<file path="config.mk">
export PLATFORM = sky130hd
export DESIGN_NAME = two_stage_clock_divider_search
export DESIGN_NICKNAME = d
export VERILOG_FILES = /design/src/rtl/core/tscds_pkg.sv /design/src/rtl/core/two_stage_clock_divider_search.sv /design/src/rtl/core/tscds_issue.sv /design/src/rtl/core/tscds_cell.sv /design/src/rtl/core/tscds_select.sv
export SDC_FILE = /design/constraint.sdc
export NUM_CORES = 2
export LEC_CHECK = 0
export BUFFER_PORTS_ARGS = -buffer_cell sky130_fd_sc_hd__buf_4
export CORE_MARGIN = 2
export CORE_UTILIZATION = 55
export DETAILED_ROUTE_END_ITERATION = 10
export GPL_ROUTABILITY_DRIVEN = 0
export PLACE_DENSITY_LB_ADDON = 0.08
export RECOVER_POWER = 25
export SLEW_MARGIN = 20
export SYNTH_ARGS = -nofsm -noshare
export SYNTH_HDL_FRONTEND = slang
export SYNTH_HIERARCHICAL = 1
export SYNTH_SLANG_ARGS = --single-unit
</file>
<file path="constraint.sdc">
create_clock -name clk -period 7.82 [get_ports clk]
set_input_delay 0.782 -clock clk [delete_from_list [all_inputs] [get_ports clk]]
set_output_delay 0.782 -clock clk [all_outputs]
set_load 0.05 [all_outputs]
</file>
<file path="src/rtl/core/tscds_pkg.sv">
// ----------------------------------------------------------------------------
// tscds_pkg
// Constants and types shared by the divider search cells and control
// ----------------------------------------------------------------------------
`default_nettype none

package tscds_pkg;

    localparam int POST_DIV_STEPS = 256;
    // generator divider limit, a power of two
    localparam int GEN_DIV_MAX    = 256;

    localparam int IDX_W     = $clog2(POST_DIV_STEPS);
    localparam int GEN_BITS  = $clog2(GEN_DIV_MAX);
    localparam int NUM_CELLS = GEN_BITS + 1;
    localparam int SHAMT_W   = $clog2(NUM_CELLS);
    localparam int QUO_W     = GEN_BITS + 1;
    localparam int DIV_W     = 9;
    localparam int HZ_W      = 32;
    localparam int STEP_W    = HZ_W + DIV_W;

    localparam longint RATIO_LIMIT = longint'(GEN_DIV_MAX) * 2 * longint'(POST_DIV_STEPS - 1);
    localparam int     LIMIT_W     = $clog2(RATIO_LIMIT + 1);
    localparam int     BOUND_W     = HZ_W + 1 + LIMIT_W;

    // one post divider candidate moving down the chain
    typedef struct packed {
        logic             valid;
        logic             first;
        logic             last;
        logic             ok;
        logic [HZ_W-1:0]  step;
        logic [HZ_W-1:0]  rem;
        logic [QUO_W-1:0] quo;
        logic [DIV_W-1:0] post;
    } tscds_token_t;

    typedef struct packed {
        logic             found;
        logic [DIV_W-1:0] post;
        logic [DIV_W-1:0] gen;
        logic [HZ_W-1:0]  excess;
    } tscds_result_t;

endpackage

`default_nettype wire

</file>
<file path="src/rtl/core/two_stage_clock_divider_search.sv">
// ----------------------------------------------------------------------------
// two_stage_clock_divider_search
// Finds the post and generator divider pair with the smallest overshoot
// ----------------------------------------------------------------------------
//  channel   signals                                        handshake
//  request   source_hz, target_hz                           in_valid / in_ready
//  result    found, post_divider, generator_divider,        out_valid / out_ready
//            excess_hz
//
//  One candidate per cycle enters a row of nine division cells; a request holds
//  the issue stage until its last candidate has been sent, and the next request
//  is taken only after that. Up to two results are held at the output, so an
//  output stall only blocks new requests once two are outstanding.
//  Reset is asynchronous and active low; no clearing pass is needed.
// ----------------------------------------------------------------------------
`default_nettype none

module two_stage_clock_divider_search
    import tscds_pkg::*;
(
    input  wire logic              clk,
    input  wire logic              rst_n,
    input  wire logic              in_valid,
    output logic                   in_ready,
    input  wire logic [HZ_W-1:0]   source_hz,
    input  wire logic [HZ_W-1:0]   target_hz,
    output logic                   out_valid,
    input  wire logic              out_ready,
    output logic                   found,
    output logic [DIV_W-1:0]       post_divider,
    output logic [DIV_W-1:0]       generator_divider,
    output logic [HZ_W-1:0]        excess_hz
);

    logic           busy;
    logic           load;
    logic           pop;
    logic [1:0]     outst_reg;
    tscds_token_t   tok [NUM_CELLS+1];
    tscds_result_t  res;

    // outstanding request count bounds the result queue
    assign load     = in_valid && in_ready;
    assign pop      = out_valid && out_ready;
    assign in_ready = !busy && (outst_reg < 2'd2);

    always_ff @(posedge clk or negedge rst_n)
    begin
        if (!rst_n)
        begin
            outst_reg <= '0;
        end
        else if (load && !pop)
        begin
            outst_reg <= outst_reg + 2'd1;
        end
        else if (pop && !load)
        begin
            outst_reg <= outst_reg - 2'd1;
        end
    end

    tscds_issue u_issue (
        .clk       (clk),
        .rst_n     (rst_n),
        .load      (load),
        .source_hz (source_hz),
        .target_hz (target_hz),
        .busy      (busy),
        .tok       (tok[0])
    );

    // division cells, overflow bit first
    for (genvar k = 0; k < NUM_CELLS; k++)
    begin : g_cell
        tscds_cell u_cell (
            .clk     (clk),
            .rst_n   (rst_n),
            .shamt   (SHAMT_W'(NUM_CELLS - 1 - k)),
            .tok_in  (tok[k]),
            .tok_out (tok[k+1])
        );
    end

    tscds_select u_select (
        .clk       (clk),
        .rst_n     (rst_n),
        .tok       (tok[NUM_CELLS]),
        .pop       (pop),
        .res_valid (out_valid),
        .res       (res)
    );

    assign found             = res.found;
    assign post_divider      = res.post;
    assign generator_divider = res.gen;
    assign excess_hz         = res.excess;

endmodule

`default_nettype wire

</file>
<file path="src/rtl/core/tscds_issue.sv">
// ----------------------------------------------------------------------------
// tscds_issue
// Holds the request and sends one post divider candidate per cycle
// ----------------------------------------------------------------------------
`default_nettype none

module tscds_issue
    import tscds_pkg::*;
(
    input  wire logic               clk,
    input  wire logic               rst_n,
    input  wire logic               load,
    input  wire logic [HZ_W-1:0]    source_hz,
    input  wire logic [HZ_W-1:0]    target_hz,
    output logic                    busy,
    output tscds_token_t            tok
);

    logic              busy_reg;
    logic [IDX_W-1:0]  idx_reg;
    logic [HZ_W-1:0]   src_reg;
    logic [HZ_W-1:0]   tgt_reg;
    logic              rej_reg;
    tscds_token_t      tok_reg;
    tscds_token_t      tok_next;

    logic [BOUND_W-1:0] bound;
    logic               rej_next;
    logic [DIV_W-1:0]   post;
    logic [STEP_W-1:0]  prod;
    logic               idx_last;

    // reject check: a zero input, source below target, or source >= (target + 1) * limit (too fast)
    always_comb
    begin
        bound = BOUND_W'({1'b0, target_hz} + (HZ_W+1)'(1)) * BOUND_W'(RATIO_LIMIT);
        rej_next = (source_hz == '0) || (target_hz == '0) || (source_hz < target_hz)
                   || (BOUND_W'(source_hz) >= bound);
    end

    // candidate product
    always_comb
    begin
        idx_last = (idx_reg == IDX_W'(POST_DIV_STEPS - 1));
        post = (idx_reg == '0) ? DIV_W'(1) : DIV_W'({idx_reg, 1'b0});
        prod = STEP_W'(post) * STEP_W'(tgt_reg);
        tok_next.valid = busy_reg;
        tok_next.first = (idx_reg == '0);
        tok_next.last  = idx_last;
        tok_next.ok    = !rej_reg && (prod <= STEP_W'(src_reg));
        tok_next.step  = prod[HZ_W-1:0];
        tok_next.rem   = src_reg - HZ_W'(1);
        tok_next.quo   = '0;
        tok_next.post  = post;
    end

    always_ff @(posedge clk or negedge rst_n)
    begin
        if (!rst_n)
        begin
            busy_reg <= 1'b0;
            idx_reg  <= '0;
            tok_reg  <= '0;
        end
        else
        begin
            tok_reg <= tok_next;
            if (load)
            begin
                busy_reg <= 1'b1;
                idx_reg  <= '0;
            end
            else if (busy_reg)
            begin
                idx_reg <= idx_reg + IDX_W'(1);
                if (idx_last)
                begin
                    busy_reg <= 1'b0;
                end
            end
        end
    end

    // request payload
    always_ff @(posedge clk)
    begin
        if (load)
        begin
            src_reg <= source_hz;
            tgt_reg <= target_hz;
            rej_reg <= rej_next;
        end
    end

    assign busy = busy_reg;
    assign tok  = tok_reg;

endmodule

`default_nettype wire

</file>
<file path="src/rtl/core/tscds_cell.sv">
// ----------------------------------------------------------------------------
// tscds_cell
// One restoring division step: resolves one quotient bit per candidate
// ----------------------------------------------------------------------------
`default_nettype none

module tscds_cell
    import tscds_pkg::*;
(
    input  wire logic                clk,
    input  wire logic                rst_n,
    input  wire logic [SHAMT_W-1:0]  shamt,
    input  wire tscds_token_t        tok_in,
    output tscds_token_t             tok_out
);

    tscds_token_t                tok_reg;
    tscds_token_t                tok_next;
    logic [HZ_W+GEN_BITS-1:0]    trial;
    logic                        fits;

    // compare shifted divisor against the running remainder
    always_comb
    begin
        trial    = (HZ_W+GEN_BITS)'(tok_in.step) << shamt;
        fits     = (HZ_W+GEN_BITS)'(tok_in.rem) >= trial;
        tok_next = tok_in;
        tok_next.quo = {tok_in.quo[QUO_W-2:0], fits};
        if (fits)
        begin
            tok_next.rem = tok_in.rem - trial[HZ_W-1:0];
        end
    end

    always_ff @(posedge clk or negedge rst_n)
    begin
        if (!rst_n)
        begin
            tok_reg <= '0;
        end
        else
        begin
            tok_reg <= tok_next;
        end
    end

    assign tok_out = tok_reg;

endmodule

`default_nettype wire

</file>
<file path="src/rtl/core/tscds_select.sv">
// ----------------------------------------------------------------------------
// tscds_select
// Keeps the best candidate of a request and queues finished results
// ----------------------------------------------------------------------------
`default_nettype none

module tscds_select
    import tscds_pkg::*;
(
    input  wire logic          clk,
    input  wire logic          rst_n,
    input  wire tscds_token_t  tok,
    input  wire logic          pop,
    output logic               res_valid,
    output tscds_result_t      res
);

    logic              have_reg;
    logic [DIV_W-1:0]  best_post_reg;
    logic [DIV_W-1:0]  best_gen_reg;
    logic [HZ_W-1:0]   best_exc_reg;
    logic              have_next;
    logic [DIV_W-1:0]  best_post_next;
    logic [DIV_W-1:0]  best_gen_next;
    logic [HZ_W-1:0]   best_exc_next;

    tscds_result_t     head_reg;
    tscds_result_t     tail_reg;
    logic [1:0]        cnt_reg;
    tscds_result_t     push_res;
    logic              push;

    logic              cand;
    logic              have_eff;
    logic [DIV_W-1:0]  gen;
    logic [HZ_W-1:0]   excess;

    // candidate evaluation: gen = quotient + 1, excess = step - rem - 1
    always_comb
    begin
        cand     = tok.valid && tok.ok && !tok.quo[QUO_W-1];
        gen      = DIV_W'(tok.quo[GEN_BITS-1:0]) + DIV_W'(1);
        excess   = tok.step - tok.rem - HZ_W'(1);
        have_eff = have_reg && !tok.first;

        have_next      = have_eff;
        best_post_next = best_post_reg;
        best_gen_next  = best_gen_reg;
        best_exc_next  = best_exc_reg;
        if (cand && (!have_eff || (excess < best_exc_reg)))
        begin
            have_next      = 1'b1;
            best_post_next = tok.post;
            best_gen_next  = gen;
            best_exc_next  = excess;
        end

        push = tok.valid && tok.last;
        push_res.found  = have_next;
        push_res.post   = have_next ? best_post_next : '0;
        push_res.gen    = have_next ? best_gen_next : '0;
        push_res.excess = have_next ? best_exc_next : '0;
    end

    // best tracker
    always_ff @(posedge clk or negedge rst_n)
    begin
        if (!rst_n)
        begin
            have_reg <= 1'b0;
        end
        else if (tok.valid)
        begin
            have_reg <= have_next;
        end
    end

    always_ff @(posedge clk)
    begin
        if (tok.valid)
        begin
            best_post_reg <= best_post_next;
            best_gen_reg  <= best_gen_next;
            best_exc_reg  <= best_exc_next;
        end
    end

    // two-entry result queue
    always_ff @(posedge clk or negedge rst_n)
    begin
        if (!rst_n)
        begin
            cnt_reg <= '0;
        end
        else
        begin
            if (push && !pop)
            begin
                cnt_reg <= cnt_reg + 2'd1;
            end
            else if (pop && !push)
            begin
                cnt_reg <= cnt_reg - 2'd1;
            end
        end
    end

    always_ff @(posedge clk)
    begin
        if (push && pop)
        begin
            if (cnt_reg == 2'd2)
            begin
                head_reg <= tail_reg;
                tail_reg <= push_res;
            end
            else
            begin
                head_reg <= push_res;
            end
        end
        else if (push)
        begin
            if (cnt_reg == 2'd0)
            begin
                head_reg <= push_res;
            end
            else
            begin
                tail_reg <= push_res;
            end
        end
        else if (pop)
        begin
            head_reg <= tail_reg;
        end
    end

    assign res_valid = (cnt_reg != 2'd0);
    assign res       = head_reg;

endmodule

`default_nettype wire

</file>
* Word level (Yosys, flattened, before mapping)
Cells that the tools add are included.
Cells by class: add/subtract/negate cells 19, multiply operators 2, order comparisons 14, equal/unequal tests 5, multiplexer cells 35, reduce and logical (&&, ||, !) cells 38
Operators with widths (number):
- $mux 51 | 9
- $mux 32 | 11
- $sub 32x32->32 | 10
- $logic_not 32->1 | 2
- $lt 32x32->1 | 2
- $sub 32x1->32 const B | 2
- $ge 32x50->1 | 1
- $mul 50x8->41 const B | 1
- $mux 9 | 5
- $le 41x32->1 | 1
- $mul 9x32->41 | 1
- $ge 32x40->1 | 1
- $ge 32x39->1 | 1
- $ge 32x38->1 | 1
- $ge 32x37->1 | 1
- $ge 32x36->1 | 1
- $ge 32x35->1 | 1
- $ge 32x34->1 | 1
- $add 32x1->33 const B | 1
- $ge 32x33->1 | 1
- $ge 32x32->1 | 1
- $mux 8 | 2
- $logic_and 1x1->1 | 14
- $reduce_bool 2->1 | 5
- other kinds (19) | 37
Storage, ports and cells: register bits 1046, input port bits 68, output and inout port bits 53, word-level logic and storage cells 211

* Depth between registers and ports, before layout
depth in word-level cells 10, mapped depth 36, mapped depth without buffers 35

* Modules after synthesis
Netlist, hierarchy kept.
Modules (own cells, without submodules):
- tscds_cell at g_cell[0].u_cell ... | times used 8, cells an instance 584, area an instance 5924.4 µm², seq. area each 2152.1 µm²
- tscds_issue | times used 1, cells an instance 2438, area an instance 22945.8 µm², seq. area each 4078.9 µm²
- tscds_select | times used 1, cells an instance 888, area an instance 8994.9 µm², seq. area each 4639.4 µm²
- tscds_cell at g_cell[4].u_cell | times used 1, cells an instance 622, area an instance 5731.7 µm², seq. area each 2152.1 µm²
- two_stage_clock_divider_search | times used 1, cells an instance 13, area an instance 117.6 µm², seq. area each 50.0 µm²

* Worst setup path before layout
Ideal clock, no wire load.
kind input to register, start in target_hz[8], end reg u_issue.rej_reg, data pin, library setup time 0.132 ns, arrival time 7.445 ns, required time 7.688 ns, slack 0.243 ns, stages on the path 28, path buffers 0, cells stage by stage inv_1 > nor4_1 > nand2_1 > nor2_1 > nand3_1 > xnor2_1 > fa_1 > fa_1 > inv_1 > fa_1 > fa_1 > inv_1 > ha_1 > a211o_1 > a221oi_2 > nand2_1 > a21o_1 > a21oi_1 > xor2_1 > ha_1 > and4_1 > nand3_1 > a2111oi_0 > o211ai_1 > nor4_2 > nand4_1 > nor4_2 > a41o_1
On the way: longest elaborated chain between the ends 4, elaborated cells between the ends (all ways) 8, classes of those cells 1 x add/sub; 1 x mul; 2 x order compare; 4 x reduce/logical
RTL lines:
- start, declared | RTL line two_stage_clock_divider_search.sv:26 | input wire logic [HZ_W-1:0] target_hz,
- $add 32x1->33 / $logic_not 32->1 (equally long branches) | RTL line tscds_issue.sv:36, tscds_issue.sv:37
- $mul 50x8->41 / $logic_or 1x1->1 (equally long branches) | RTL line tscds_issue.sv:36, tscds_issue.sv:37
- $ge 32x50->1 / $logic_or 1x1->1 (equally long branches) | RTL line tscds_issue.sv:38, tscds_issue.sv:37
- $logic_or 1x1->1 (*) | RTL line tscds_issue.sv:38 | || (BOUND_W'(source_hz) >= bound);
- named net u_issue.rej_next | RTL line tscds_issue.sv:28 | logic rej_next;
- end signal, assigned | RTL line tscds_issue.sv:91 | rej_reg <= rej_next;
- end, declared | RTL line tscds_issue.sv:23 | logic rej_reg;
The timed path passes the listed nets; every way through them passes the cells marked *. A chain may end at the register's enable or synchronous reset.

==> summary.txt <==
Detailed routing
  • Antenna Nets Post-Route: 0
  • DRC viols: 0
  • Routed len/inst: 21.85 um
  • Vias per cell: 6.045
  • Vias: 65.75k
  • DR pass1 iterations: 7
  • Initial DRC Count: 6273
  • Routed wire length: 237700 um

Setup path
  • FF-to-FF Start: u_issue/idx_reg[0]$_DFFE_PN0P_
  • Critical path depth: 33
  • Worst setup startpoint: u_issue/idx_reg[0]$_DFFE_PN0P_
  • Worst Reg2Reg Path Length in Cells: 33
  • Worst reg2reg setup slack: 170 ps
  • Slowest CP cell: fa_1
  • Worst-path fanout max: 7
  • Crit-path leading delay family: adder cells
  • R2R Path End: u_issue/tok[82]$_DFF_PN0_
  • Crit path capture type: flip-flop
  • Critical path data arrival time: 8260 ps
  • CP required: 8430 ps
  • Critical path type: flip-flop to flip-flop
  • Critical Path Max Stage Delay: 570 ps
  • Crit path capture: u_issue/tok[82]$_DFF_PN0_
  • CP bufs+invs: 6
  • Setup crit start kind: flip-flop

Yosys
  • Ys Warns: 6
  • Post-Syn Area: 0.08421 mm2
  • Cells after Synth: 8587
  • Syn Area/Cell: 9.807 um2

Layout
  • Area Growth Syn to Fin: 9.342%
  • Number of fill cells in the layout: 13.04k
  • Max reg flops: 738
  • Fin nets: 9759
  • Final non-filler cell total: 10.88k
  • Post-Layout Inst Area: 0.09208 mm2
  • Fraction of layout cells with a size suffix above 1: 11.84%

Placed design
  • Post-DP HPWL: 187300 um
  • Port Buf Inserts: 120
  • # placed instances: 10.65k
  • Post-DP Area: 0.08787 mm2

Job
  • Max-capacitance violation count: 1

STA
  • Tmin final: 7651 ps
  • Max_slew headroom: -263.9%
  • Final Hold Fails: 0
  • Pins Over Slew Limit: 93
  • Period utilisation layout: 97.84%
  • Worst Tran Pin Value: 5459 ps
  • Setup TNS: 0 ps
  • Final setup skew: 63.08 ps
  • RSZ-0062 raised after global routing: yes
  • Maximum clock rate: 130.7 MHz
  • Setup violation total in the final timing report: 0

Floorplan
  • IO Pins: 121
  • FP Rows: 143
  • Chip Width: 395.3 um
  • Die footprint: 0.1563 mm2
  • Initial Util: 55.37%
  • Die Height: 395.3 um
  • Core Area: 0.1521 mm2

Worst hold path
  • Hold crit path type: flip-flop to flip-flop

GRT
  • Total GRT Usage: 30.11%
  • GRT overflow: 0
  • Pin count of the biggest net entering global routing: 171
  • Vias in the first global route: 64.40k
  • Initial antenna violation count: 3
  • First-pass GRT wire length: 371700 um

CTS
  • Clock root buffer master: clkbuf_16
  • Worst-skew pair later-pin latency: 780 ps
  • CTS clk-pin slew, worst paths: 70 ps
  • CTS sink count: 1045
  • H-tree depth: 3
  • Maximum clock path buffer count: 3
  • Post-CTS Hold Buffers: 0
  • TritonCTS clock tree: built
  • Num CTS Buffers: 111

Outcome
  • Status: complete, but fails checks
  • Failing checks: capacitance limit, slew limit
worst min-delay path by stage:
stage	from	end	cells past startpoint
3_3_place_gp	g_cell[5].u_cell/tok_out[4]$_DFF_PN0_	g_cell[6].u_cell/tok_out[4]$_DFF_PN0_	0
2_1_floorplan	u_issue/tok[1]$_DFF_PN0_	g_cell[0].u_cell/tok_out[1]$_DFF_PN0_	0
5_1_grt	target_hz[29]	u_issue/tgt_reg[29]$_DFFE_PP_	1
6_report	g_cell[2].u_cell/tok_out[82]$_DFF_PN0_	g_cell[3].u_cell/tok_out[82]$_DFF_PN0_	0
3_5_place_dp	g_cell[0].u_cell/tok_out[85]$_DFF_PN0_	g_cell[1].u_cell/tok_out[85]$_DFF_PN0_	0
4_1_cts	rst_n	g_cell[8].u_cell/tok_out[34]$_DFF_PN0_	1
area by class of cell:
cell class / count / area (um2) / share of cell area, %
clock inverter: 74 / 1011 / 1.098
sequential: 1045 / 27240 / 29.58
tap: 2030 / 2540 / 2.758
antenna: 1 / 2.502 / 0.002718
multi-input combinational: 6426 / 52520 / 57.04
clock buffer: 137 / 3090 / 3.356
inverter: 771 / 2894 / 3.143
timing repair buffer: 393 / 2785 / 3.025
worst reg2reg max path, delay by kind of cell (launching register included):
kind / cells / cell delay, ps
adder cells (fa/ha/maj): 7 / 2900
AND/OR/NAND/NOR: 12 / 2210
AO/OA/AOI/OAI: 7 / 1360
buffers and inverters: 6 / 520
flip-flops: 1 / 340
XOR/XNOR: 1 / 180
routing by layer:
layer | vias to the layer above | share of wire (%) | GRT usage [%] | routed length [um]
met1 | 32530 | 43 | 42.03 | 103000
met5 | - | 0 | 0 | 0
met3 | 425 | 6.1 | 3.658 | 14400
li1 | 30430 | - | - | -
met4 | 0 | 3.6 | 9.832 | 8564
met2 | 2363 | 47 | 48.94 | 111800
placed cells by master (no fill, tap or decap), types with 228 or more instances in the layout:
master / instances
a21o_1: 228
xnor2_1: 286
buf_4: 321
fa_1: 374
mux2i_1: 385
dfrtp_1: 827
nand2_1: 822
ha_1: 563
o21ai_0: 391
a21oi_1: 580
nor2_1: 550
inv_1: 761
what timing repair did:
item,in CTS,in global routing
setup endpoints to repair,1,2
setup buffers,2,13
pin swaps,2,16
cloned,0,2
resized for setup,9,37
through the flow:
step | hold slack, ps | utilization [%] | setup WS, ps
after floorplan | 331.2 | - | 242.8
after global placement | 331.5 | 57.78 | -178.7
after detailed placement | 334.7 | 57.78 | -411.3
after CTS | 2.917 | 60.51 | 20.06
after global routing | 330.1 | 60.54 | -175.4
final | 332.6 | 60.55 | 168.6
Power is not shown: default switching activity piles up to over one toggle a cycle in this logic, so the estimate is an artifact.
